[src/hw/rtl/pclm_pkg.sv]
`timescale 1ns / 1ps
package pclm_pkg;

  localparam int POOL_DEPTH_DEF = 128;

  // busy bitmap row geometry
  localparam int ROW_W    = 16;
  localparam int ROW_BITS = 4;

  localparam logic [1:0] CMD_CLEAR  = 2'd0;
  localparam logic [1:0] CMD_APPEND = 2'd1;
  localparam logic [1:0] CMD_REMOVE = 2'd2;

  localparam logic [1:0] ST_OK       = 2'd0;
  localparam logic [1:0] ST_FULL     = 2'd1;
  localparam logic [1:0] ST_NOT_USED = 2'd2;
  localparam logic [1:0] ST_EMPTY    = 2'd3;

  typedef struct packed {
    logic       load;
    logic       clear;
    logic       find_grp;
    logic       find_word;
    logic       find_bit;
    logic       link1;
    logic       link2;
    logic       rm_read;
    logic       rm_commit;
    logic       finish;
    logic       st_we;
    logic [1:0] st_code;
  } ctl_t;

  typedef struct packed {
    logic pool_full;
    logic empty;
    logic rm_oob;
    logic slot_busy;
    logic last_node;
  } sts_t;

  // index of the lowest set bit, zero when none
  function automatic logic [ROW_BITS-1:0] lowest_set(input logic [ROW_W-1:0] v);
    logic [ROW_BITS-1:0] idx;
    idx = '0;
    for (int i = ROW_W - 1; i >= 0; i--) begin
      if (v[i]) idx = ROW_BITS'(i);
    end
    return idx;
  endfunction

endpackage

[src/hw/rtl/pclm_ctrl.sv]
`timescale 1ns / 1ps
module pclm_ctrl (
  input  logic             clk,
  input  logic             rst_n,
  input  logic             start,
  input  logic [1:0]       in_command,
  input  pclm_pkg::sts_t   sts,
  output pclm_pkg::ctl_t   ctl,
  output logic             busy
);

  localparam logic [3:0] S_IDLE  = 4'd0;
  localparam logic [3:0] S_A_GRP = 4'd1;
  localparam logic [3:0] S_A_WRD = 4'd2;
  localparam logic [3:0] S_A_BIT = 4'd3;
  localparam logic [3:0] S_A_LK1 = 4'd4;
  localparam logic [3:0] S_A_LK2 = 4'd5;
  localparam logic [3:0] S_R_RD  = 4'd6;
  localparam logic [3:0] S_R_CHK = 4'd7;
  localparam logic [3:0] S_CLR   = 4'd8;
  localparam logic [3:0] S_FIN   = 4'd9;

  logic [3:0] state_r, state_nxt;

  always_ff @(posedge clk) begin
    if (!rst_n) state_r <= S_IDLE;
    else        state_r <= state_nxt;
  end

  assign busy = (state_r != S_IDLE);

  always_comb begin
    ctl       = '0;
    state_nxt = state_r;
    unique case (state_r)
      S_IDLE: begin
        if (start) begin
          ctl.load = 1'b1;
          unique case (in_command)
            pclm_pkg::CMD_APPEND: state_nxt = S_A_GRP;
            pclm_pkg::CMD_REMOVE: state_nxt = S_R_RD;
            pclm_pkg::CMD_CLEAR:  state_nxt = S_CLR;
            default:              state_nxt = S_FIN;
          endcase
        end
      end
      S_A_GRP: begin
        if (sts.pool_full) begin
          ctl.st_we   = 1'b1;
          ctl.st_code = pclm_pkg::ST_FULL;
          state_nxt   = S_FIN;
        end else begin
          ctl.find_grp = 1'b1;
          state_nxt    = S_A_WRD;
        end
      end
      S_A_WRD: begin
        ctl.find_word = 1'b1;
        state_nxt     = S_A_BIT;
      end
      S_A_BIT: begin
        ctl.find_bit = 1'b1;
        state_nxt    = S_A_LK1;
      end
      S_A_LK1: begin
        ctl.link1 = 1'b1;
        state_nxt = S_A_LK2;
      end
      S_A_LK2: begin
        ctl.link2 = 1'b1;
        state_nxt = S_FIN;
      end
      S_R_RD: begin
        priority if (sts.empty) begin
          ctl.st_we   = 1'b1;
          ctl.st_code = pclm_pkg::ST_EMPTY;
          state_nxt   = S_FIN;
        end else if (sts.rm_oob) begin
          ctl.st_we   = 1'b1;
          ctl.st_code = pclm_pkg::ST_NOT_USED;
          state_nxt   = S_FIN;
        end else begin
          ctl.rm_read = 1'b1;
          state_nxt   = S_R_CHK;
        end
      end
      S_R_CHK: begin
        if (!sts.slot_busy) begin
          ctl.st_we   = 1'b1;
          ctl.st_code = pclm_pkg::ST_NOT_USED;
        end else begin
          ctl.rm_commit = 1'b1;
        end
        state_nxt = S_FIN;
      end
      S_CLR: begin
        ctl.clear = 1'b1;
        state_nxt = S_FIN;
      end
      S_FIN: begin
        ctl.finish = 1'b1;
        state_nxt  = S_IDLE;
      end
      default: state_nxt = S_IDLE;
    endcase
  end

endmodule

[src/hw/rtl/pclm_dpath.sv]
`timescale 1ns / 1ps
module pclm_dpath #(
  parameter int POOL_DEPTH = pclm_pkg::POOL_DEPTH_DEF
) (
  input  logic               clk,
  input  logic               rst_n,
  input  pclm_pkg::ctl_t     ctl,
  output pclm_pkg::sts_t     sts,
  input  logic signed [31:0] in_value,
  input  logic [6:0]         in_slot,
  output logic               out_valid,
  output logic [1:0]         out_status,
  output logic [6:0]         out_slot_used,
  output logic [6:0]         out_head_slot,
  output logic               out_list_empty,
  output logic [7:0]         out_node_count
);

  localparam int RW    = pclm_pkg::ROW_W;
  localparam int RB    = pclm_pkg::ROW_BITS;
  localparam int IDX_W = (POOL_DEPTH > 1) ? $clog2(POOL_DEPTH) : 1;
  localparam int CNT_W = $clog2(POOL_DEPTH + 1);
  localparam int NW    = (POOL_DEPTH + RW - 1) / RW;
  localparam int WW    = (NW > 1) ? $clog2(NW) : 1;
  localparam int NG    = (NW + RW - 1) / RW;
  localparam int GW    = (NG > 1) ? $clog2(NG) : 1;

  // storage
  logic [RW-1:0]     busy_mem [NW];
  logic [31:0]       val_mem  [POOL_DEPTH];
  logic [IDX_W-1:0]  prev_mem [POOL_DEPTH];
  logic [IDX_W-1:0]  next_mem [POOL_DEPTH];
  logic [NW-1:0]     busy_vld_r;
  logic [NW-1:0]     wfull_r;
  logic [NG-1:0]     gfull_r;

  // item and list registers
  logic signed [31:0] value_r;
  logic [6:0]         slot_r;
  logic [1:0]         status_r;
  logic [IDX_W-1:0]   used_r;
  logic [IDX_W-1:0]   head_r;
  logic               empty_r;
  logic [CNT_W-1:0]   count_r;
  logic [GW-1:0]      grp_r;
  logic [WW-1:0]      word_r;
  logic [IDX_W-1:0]   free_r;
  logic [RW-1:0]      busy_rd_r;
  logic               rd_vld_r;
  logic [IDX_W-1:0]   prev_rd_r;
  logic [IDX_W-1:0]   next_rd_r;

  logic               out_valid_r;
  logic [1:0]         out_status_r;
  logic [6:0]         out_slot_used_r;
  logic [6:0]         out_head_slot_r;
  logic               out_list_empty_r;
  logic [7:0]         out_node_count_r;

  // combinational
  logic [31:0]        slot32;
  logic [IDX_W-1:0]   slot_idx;
  logic [WW-1:0]      slot_word;
  logic [GW-1:0]      slot_grp;
  logic [RB-1:0]      slot_bit;
  logic [RW-1:0]      g16, w16, padw, cur_word, set_word, clr_word;
  logic [RB-1:0]      grp_pick, word_pick, bit_pick;
  logic [GW-1:0]      grp_sel;
  logic [WW-1:0]      word_sel;
  logic [IDX_W-1:0]   free_idx;
  logic [WW-1:0]      busy_ra;
  logic               prev_we, next_we;
  logic [IDX_W-1:0]   prev_wa, prev_wd, next_wa, next_wd;
  logic [IDX_W-1:0]   prev_ra;

  assign slot32    = 32'(slot_r);
  assign slot_idx  = IDX_W'(slot32);
  assign slot_word = WW'(slot32 >> RB);
  assign slot_grp  = GW'(slot32 >> (2 * RB));
  assign slot_bit  = slot32[RB-1:0];

  // group flags padded with full marks past the last group
  always_comb begin
    for (int k = 0; k < RW; k++) begin
      g16[k] = (k < NG) ? gfull_r[GW'(k)] : 1'b1;
    end
  end
  assign grp_pick = pclm_pkg::lowest_set(~g16);
  assign grp_sel  = GW'(grp_pick);

  // word flags of the selected group, padded past the last word
  always_comb begin
    logic [31:0] widx;
    for (int k = 0; k < RW; k++) begin
      widx   = 32'(grp_r) * RW + 32'(k);
      w16[k] = (widx < NW) ? wfull_r[WW'(widx)] : 1'b1;
    end
  end
  assign word_pick = pclm_pkg::lowest_set(~w16);
  assign word_sel  = WW'(32'(grp_r) * RW + 32'(word_pick));

  // bits of the current row that lie past the pool
  always_comb begin
    for (int k = 0; k < RW; k++) begin
      padw[k] = (32'(word_r) * RW + 32'(k)) >= POOL_DEPTH;
    end
  end

  assign cur_word = rd_vld_r ? busy_rd_r : '0;
  assign bit_pick = pclm_pkg::lowest_set(~(cur_word | padw));
  assign free_idx = IDX_W'(32'(word_r) * RW + 32'(bit_pick));
  assign set_word = cur_word | (RW'(1) << bit_pick);
  assign clr_word = cur_word & ~(RW'(1) << slot_bit);

  assign sts.pool_full = &g16;
  assign sts.empty     = empty_r;
  assign sts.rm_oob    = slot32 >= POOL_DEPTH;
  assign sts.slot_busy = cur_word[slot_bit];
  assign sts.last_node = (count_r == CNT_W'(1));

  assign busy_ra = ctl.find_word ? word_sel : slot_word;
  assign prev_ra = ctl.rm_read ? slot_idx : head_r;

  // link write ports
  always_comb begin
    prev_we = 1'b0;
    prev_wa = free_r;
    prev_wd = free_r;
    next_we = 1'b0;
    next_wa = free_r;
    next_wd = free_r;
    if (ctl.link1) begin
      prev_we = 1'b1;
      next_we = 1'b1;
      if (!empty_r) begin
        prev_wa = head_r;
        next_wa = prev_rd_r;
      end
    end else if (ctl.link2) begin
      prev_we = !empty_r;
      prev_wd = prev_rd_r;
      next_we = !empty_r;
      next_wd = head_r;
    end else if (ctl.rm_commit && !sts.last_node) begin
      prev_we = 1'b1;
      prev_wa = next_rd_r;
      prev_wd = prev_rd_r;
      next_we = 1'b1;
      next_wa = prev_rd_r;
      next_wd = next_rd_r;
    end
  end

  // memories
  always_ff @(posedge clk) begin
    if (ctl.find_word || ctl.rm_read) busy_rd_r <= busy_mem[busy_ra];
    if (ctl.find_bit)  busy_mem[word_r] <= set_word;
    if (ctl.rm_commit) busy_mem[word_r] <= clr_word;
  end

  always_ff @(posedge clk) begin
    if (ctl.find_grp || ctl.rm_read) prev_rd_r <= prev_mem[prev_ra];
    if (prev_we) prev_mem[prev_wa] <= prev_wd;
  end

  always_ff @(posedge clk) begin
    if (ctl.rm_read) next_rd_r <= next_mem[slot_idx];
    if (next_we) next_mem[next_wa] <= next_wd;
  end

  always_ff @(posedge clk) begin
    if (ctl.link1) val_mem[free_r] <= value_r;
  end

  // payload registers
  always_ff @(posedge clk) begin
    if (ctl.load) begin
      value_r <= in_value;
      slot_r  <= in_slot;
    end
    if (ctl.find_word || ctl.rm_read) rd_vld_r <= busy_vld_r[busy_ra];
    if (ctl.find_word) word_r <= word_sel;
    if (ctl.rm_read)   word_r <= slot_word;
    if (ctl.find_bit)  free_r <= free_idx;
  end

  // control and list state
  always_ff @(posedge clk) begin
    if (!rst_n) begin
      busy_vld_r  <= '0;
      wfull_r     <= '0;
      gfull_r     <= '0;
      grp_r       <= '0;
      head_r      <= '0;
      empty_r     <= 1'b1;
      count_r     <= '0;
      status_r    <= pclm_pkg::ST_OK;
      used_r      <= '0;
      out_valid_r <= 1'b0;
    end else begin
      out_valid_r <= ctl.finish;
      if (ctl.load) begin
        status_r <= pclm_pkg::ST_OK;
        used_r   <= '0;
      end
      if (ctl.st_we) status_r <= ctl.st_code;
      if (ctl.clear) begin
        busy_vld_r <= '0;
        wfull_r    <= '0;
        gfull_r    <= '0;
        head_r     <= '0;
        empty_r    <= 1'b1;
        count_r    <= '0;
      end
      if (ctl.find_grp) grp_r <= grp_sel;
      if (ctl.rm_read)  grp_r <= slot_grp;
      if (ctl.find_bit) begin
        busy_vld_r[word_r] <= 1'b1;
        wfull_r[word_r]    <= &(set_word | padw);
      end
      if (ctl.link2) begin
        if (empty_r) begin
          head_r  <= free_r;
          empty_r <= 1'b0;
        end
        count_r <= count_r + CNT_W'(1);
        used_r  <= free_r;
      end
      if (ctl.rm_commit) begin
        busy_vld_r[word_r] <= 1'b1;
        wfull_r[word_r]    <= &(clr_word | padw);
        used_r             <= slot_idx;
        if (sts.last_node) begin
          head_r  <= '0;
          empty_r <= 1'b1;
          count_r <= '0;
        end else begin
          if (head_r == slot_idx) head_r <= next_rd_r;
          if (count_r != '0) count_r <= count_r - CNT_W'(1);
        end
      end
      // group flag follows its row flags
      if (ctl.finish) gfull_r[grp_r] <= &w16;
    end
  end

  always_ff @(posedge clk) begin
    if (ctl.finish) begin
      out_status_r     <= status_r;
      out_slot_used_r  <= 7'(32'(used_r));
      out_head_slot_r  <= 7'(32'(head_r));
      out_list_empty_r <= empty_r;
      out_node_count_r <= 8'(32'(count_r));
    end
  end

  assign out_valid      = out_valid_r;
  assign out_status     = out_status_r;
  assign out_slot_used  = out_slot_used_r;
  assign out_head_slot  = out_head_slot_r;
  assign out_list_empty = out_list_empty_r;
  assign out_node_count = out_node_count_r;

endmodule

[src/hw/rtl/pooled_circular_list_manager_top.sv]
`timescale 1ns / 1ps
// start to result strobe: append walks group, row and bit search then two link steps;
// remove reads then commits; clear empties; others go straight to finish; pool full or a
// remove refused at the first check ends there, an unused slot after the read; one command
// at a time, paced by the three-level bitmap search and each link memory's one write port
// the receiver cannot stall: each result word shows on out_* for one cycle under out_valid
// synchronous active-low reset empties the list; no clearing pass, ready right after reset
module pooled_circular_list_manager_top #(
  parameter int POOL_DEPTH = pclm_pkg::POOL_DEPTH_DEF
) (
  input  logic               clk,
  input  logic               rst_n,
  // command side
  input  logic               start,
  output logic               busy,
  input  logic [1:0]         in_command,
  input  logic signed [31:0] in_value,
  input  logic [6:0]         in_slot,
  // result side
  output logic               out_valid,
  output logic [1:0]         out_status,
  output logic [6:0]         out_slot_used,
  output logic [6:0]         out_head_slot,
  output logic               out_list_empty,
  output logic [7:0]         out_node_count
);

  // command strobes from the sequencer, condition flags back from the datapath
  pclm_pkg::ctl_t ctl;
  pclm_pkg::sts_t sts;

  // sequencer: append walks group, row and bit search then two link steps,
  // remove reads the slot row and both links then commits in one step
  pclm_ctrl u_ctrl (
    .clk        (clk),
    .rst_n      (rst_n),
    .start      (start),
    .in_command (in_command),
    .sts        (sts),
    .ctl        (ctl),
    .busy       (busy)
  );

  // datapath: busy bitmap rows with row and group full flags, link and value
  // memories, head and count, registered result word
  pclm_dpath #(
    .POOL_DEPTH (POOL_DEPTH)
  ) u_dpath (
    .clk            (clk),
    .rst_n          (rst_n),
    .ctl            (ctl),
    .sts            (sts),
    .in_value       (in_value),
    .in_slot        (in_slot),
    .out_valid      (out_valid),
    .out_status     (out_status),
    .out_slot_used  (out_slot_used),
    .out_head_slot  (out_head_slot),
    .out_list_empty (out_list_empty),
    .out_node_count (out_node_count)
  );

endmodule
[config.mk]
export PLATFORM = sky130hd
export DESIGN_NAME = pooled_circular_list_manager_top
export DESIGN_NICKNAME = d
export VERILOG_FILES = /design/src/hw/rtl/pclm_pkg.sv /design/src/hw/rtl/pclm_ctrl.sv /design/src/hw/rtl/pclm_dpath.sv /design/src/hw/rtl/pooled_circular_list_manager_top.sv
export SDC_FILE = /design/constraint.sdc
export NUM_CORES = 2
export LEC_CHECK = 0
export BUFFER_PORTS_ARGS = -buffer_cell sky130_fd_sc_hd__buf_2
export CELL_PAD_IN_SITES_DETAIL_PLACEMENT = 1
export CELL_PAD_IN_SITES_GLOBAL_PLACEMENT = 1
export CORE_MARGIN = 2
export CORE_UTILIZATION = 59
export DETAILED_ROUTE_END_ITERATION = 8
export PLACE_DENSITY_LB_ADDON = 0.1
export SYNTH_ARGS = -nofsm -noshare
export SYNTH_HDL_FRONTEND = slang
export SYNTH_SLANG_ARGS = --single-unit
[constraint.sdc]
create_clock -name clk -period 11.15 [get_ports clk]
set_input_delay 1.6725 -clock clk [delete_from_list [all_inputs] [get_ports clk]]
set_output_delay 1.6725 -clock clk [all_outputs]
set_load 0.01 [all_outputs]
==> run summary <==
Via density - 6.68
Worst-margin pin slew - 1.24 ns
Final min period - 6.03 ns
Sequential share of power - 0.485
Boundary pin count - 71
Clk network pwr share - 0.358
F_max - 0.166 GHz
Root buffer cell - clkbuf_16
Crit-path max FO - 42
Max-Cap Viols - 0
Share of layout cells above drive strength 1 - 0.166
Area Growth Syn to Fin - 10.2%
Post-CTS sizing - 0
Sum Neg Setup Slack - 0 ns
Pleak - 28.9 nW
Core Area - 139,000 µm²
Crit path arrival time - 6.61 ns
Final Hold Fails - 0
Clk buf depth - 3
Die X - 378 µm
Post-synth EDFFs - 1,993
First-pass GRT wire length - 326,000 µm
DR vias - 46,500
CTS tree - yes
FF+latch count, synth - 2,040
Reg clk slew, reported paths - 0.06 ns
Starting Density - 0.592
GP Congestion - 0.852
Most frequent cells in the layout - 1,993 x edfxtp_1, 522 x nand2_1, 342 x nor2_1, 321 x mux4_2, 242 x nand3_1
Synthesized area per cell - 16.9 µm²
Final Net Count - 4,959
Clock skew - 0.0420 ns
Aggregate global routing overflow - 0
Sequential area share after synthesis - 0.738
Combinational Power Share - 0.157
Final instance area - 90,700 µm²
Pins Over Slew Limit - 0
TritonCTS buffer count - 198
Cells after synthesis - 4,886
Die Ht - 378 µm
Slew HR - 0.169
Number of antenna violations at the first check in global routing - 4
Maximum vdd drop - 0.000194 V
Post-synth top flop - edfxtp_1
IO buf count - 38
CTS sink cnt - 2,040
Switching Power - 4.81 mW
Commonest non-fill, non-tap cell in the layout - edfxtp_1
Largest net degree at the start of global routing - 105
Area leader, netlist - edfxtp_1
Crit end category - register
Async SR Flop Fraction - 0
Drt wl/cell - 31.6 µm
Unique masters post-synth - 88
Status - complete, no violations
Post-Syn Area - 82,300 µm²
Worst Path Required - 11.73 ns
Setup WS post-layout - 5.12 ns
Fin crit share - 0.541
CP Launch Type - register
Util after Layout - 0.653
Tot GR Track Use - 0.313
Worst-Skew Late Latency - 0.84 ns
Routed Antenna Nets - 0
Placed cell area - 84,500 µm²
Initial DRC count - 5,609
Rows - 137
Top cell type's share of synthesized area - 0.727
DR pass1 iterations - 6
Post-CTS Hold Buffers - 0
Hold Path Class - reg2reg
Pwr per Cell Area - 201 nW/µm²
Worst slack, placed - 5.30 ns
Internal power - 13.4 mW
Yosys Warn Count - 0
Die area - 143,000 µm²
Drt drc - 0
Vias in the first global route - 48,400
Syn_nets - 4,936
Final WL - 220,000 µm
Synth top area cells - edfxtp_1 73%, mux4_2 8.8%, nand2_1 2.4%, mux2i_1 2.1%, nor2_1 1.6%
H-tree level count - 4
# fillers - 11,800
Critical path type - reg2reg
RSZ-0062 raised after global routing - no
Final Setup Violations - 0
Setup bufs post-CTS - 0
Post-DP HPWL - 130,000 µm
Sw Share - 0.264
[area by class of cell]
cell class | instances | area (µm²) | share of cell area
Inverter | 21 | 81.3 | 0.000896
Clock buffer | 250 | 5190 | 0.0572
Sequential cell | 2040 | 60800 | 0.670
Timing Repair Buffer | 126 | 876 | 0.00965
Tap cell | 1876 | 2350 | 0.0259
Multi-Input combinational cell | 2522 | 20400 | 0.224
Antenna cell | 1 | 2.50 | 0.0000276
Clock inverter | 122 | 1090 | 0.0120
[state kept, by name, summed over array words and instances (netlist names), 2 cells and up]
signal,count
u_dpath.wfull_r,8
u_dpath.out_node_count,8
u_dpath.busy_mem,128
u_dpath.out_head_slot,7
u_dpath.next_rd_r,7
u_dpath.slot_idx,7
u_dpath.out_slot_used,7
u_dpath.used_r,7
u_ctrl.state_r,4
u_dpath.busy_rd_r,16
u_dpath.prev_rd_r,7
u_dpath.free_r,7
u_dpath.count_r,8
u_dpath.status_r,2
u_dpath.word_r,3
u_dpath.prev_mem,896
u_dpath.busy_vld_r,8
u_dpath.next_mem,896
u_dpath.out_status,2
u_dpath.head_r,7
[stage by stage]
step / power, mW / instances / hold slack (ns)
after floorplan: 10.9 / 4886 / 0.406
after global placement: 11.8 / 6585 / 0.435
after detailed placement: 11.9 / 6585 / 0.437
after CTS: 18.3 / 6957 / 0.451
after global routing: 18.8 / 6957 / 0.456
final: 18.3 / 6958 / 0.450
[synthesized netlist by cell type (11+ instances only)]
cell,count
edfxtp_1,1993
nand2_1,525
nor2_1,357
mux4_2,321
nand3_1,243
clkbuf_1,182
mux2i_1,173
o21ai_0,138
a21oi_1,102
buf_2,78
o22ai_1,53
dfxtp_1,47
a31oi_1,46
a32o_1,40
nand4_1,40
and3_1,38
mux2_2,30
a22oi_1,25
a32oi_1,25
buf_1,25
a211o_1,24
nand2b_1,22
o31ai_1,22
a2111oi_0,20
a2bb2oi_1,19
o221ai_1,18
inv_1,17
or4_1,16
nand4_2,15
nor3_1,15
or3_1,13
o211ai_1,12
o22a_1,11
[routing by layer]
metal  GRT usage  vias to the layer above  wire length [µm]
li1            -                    19600                 -
met1       0.434                    24300             86700
met2       0.515                     2186            110000
met3      0.0423                      426             15800
met4       0.109                        2              7450
met5           0                        -                13
[critical path, cell delays in order (launching register included)]
cell      delay (ns)
edfxtp_1        0.94
buf_4           0.68
nand3_4         0.57
nand2_2         0.82
buf_4           0.66
nor2_1          0.14
buf_4           0.28
a32o_1          0.27
o31ai_1         0.60
a22oi_1         0.33
a22oi_1         0.43
[kinds of logic after synthesis]
| kind of cell | synth area share |
|---|---|
| simple gates | 0.0747 |
| fa+ha+maj | 0.000912 |
| buf+inv | 0.0171 |
| mux | 0.114 |
| xor+xnor | 0.000957 |
| compound gates | 0.0539 |
| flops | 0.738 |
[worst paths after layout]
path	start	end	slack (ns)	cells after the start
worst max-delay path	u_dpath.slot_idx[0]	u_dpath.prev_rd_r[4]	5.12	10
worst max register to register	u_dpath.slot_idx[0]	u_dpath.prev_rd_r[4]	5.12	10
worst min-delay path	u_dpath.status_r[1]	u_dpath.out_status[1]	0.45	0
worst min register to register	u_dpath.status_r[1]	u_dpath.out_status[1]	0.45	0
[power groups by stage]
| stage | Clock, mW | Combinational, mW | Sequential [mW] |
|---|---|---|---|
| floorplan | 0 | 1.91 | 8.95 |
| global placement | 0 | 2.77 | 9.00 |
| detailed placement | 0 | 2.86 | 9.01 |
| CTS | 6.58 | 2.89 | 8.85 |
| global route | 6.85 | 3.05 | 8.86 |
| finish | 6.53 | 2.87 | 8.86 |
Note: power is estimated with default switching activity, not from simulation.
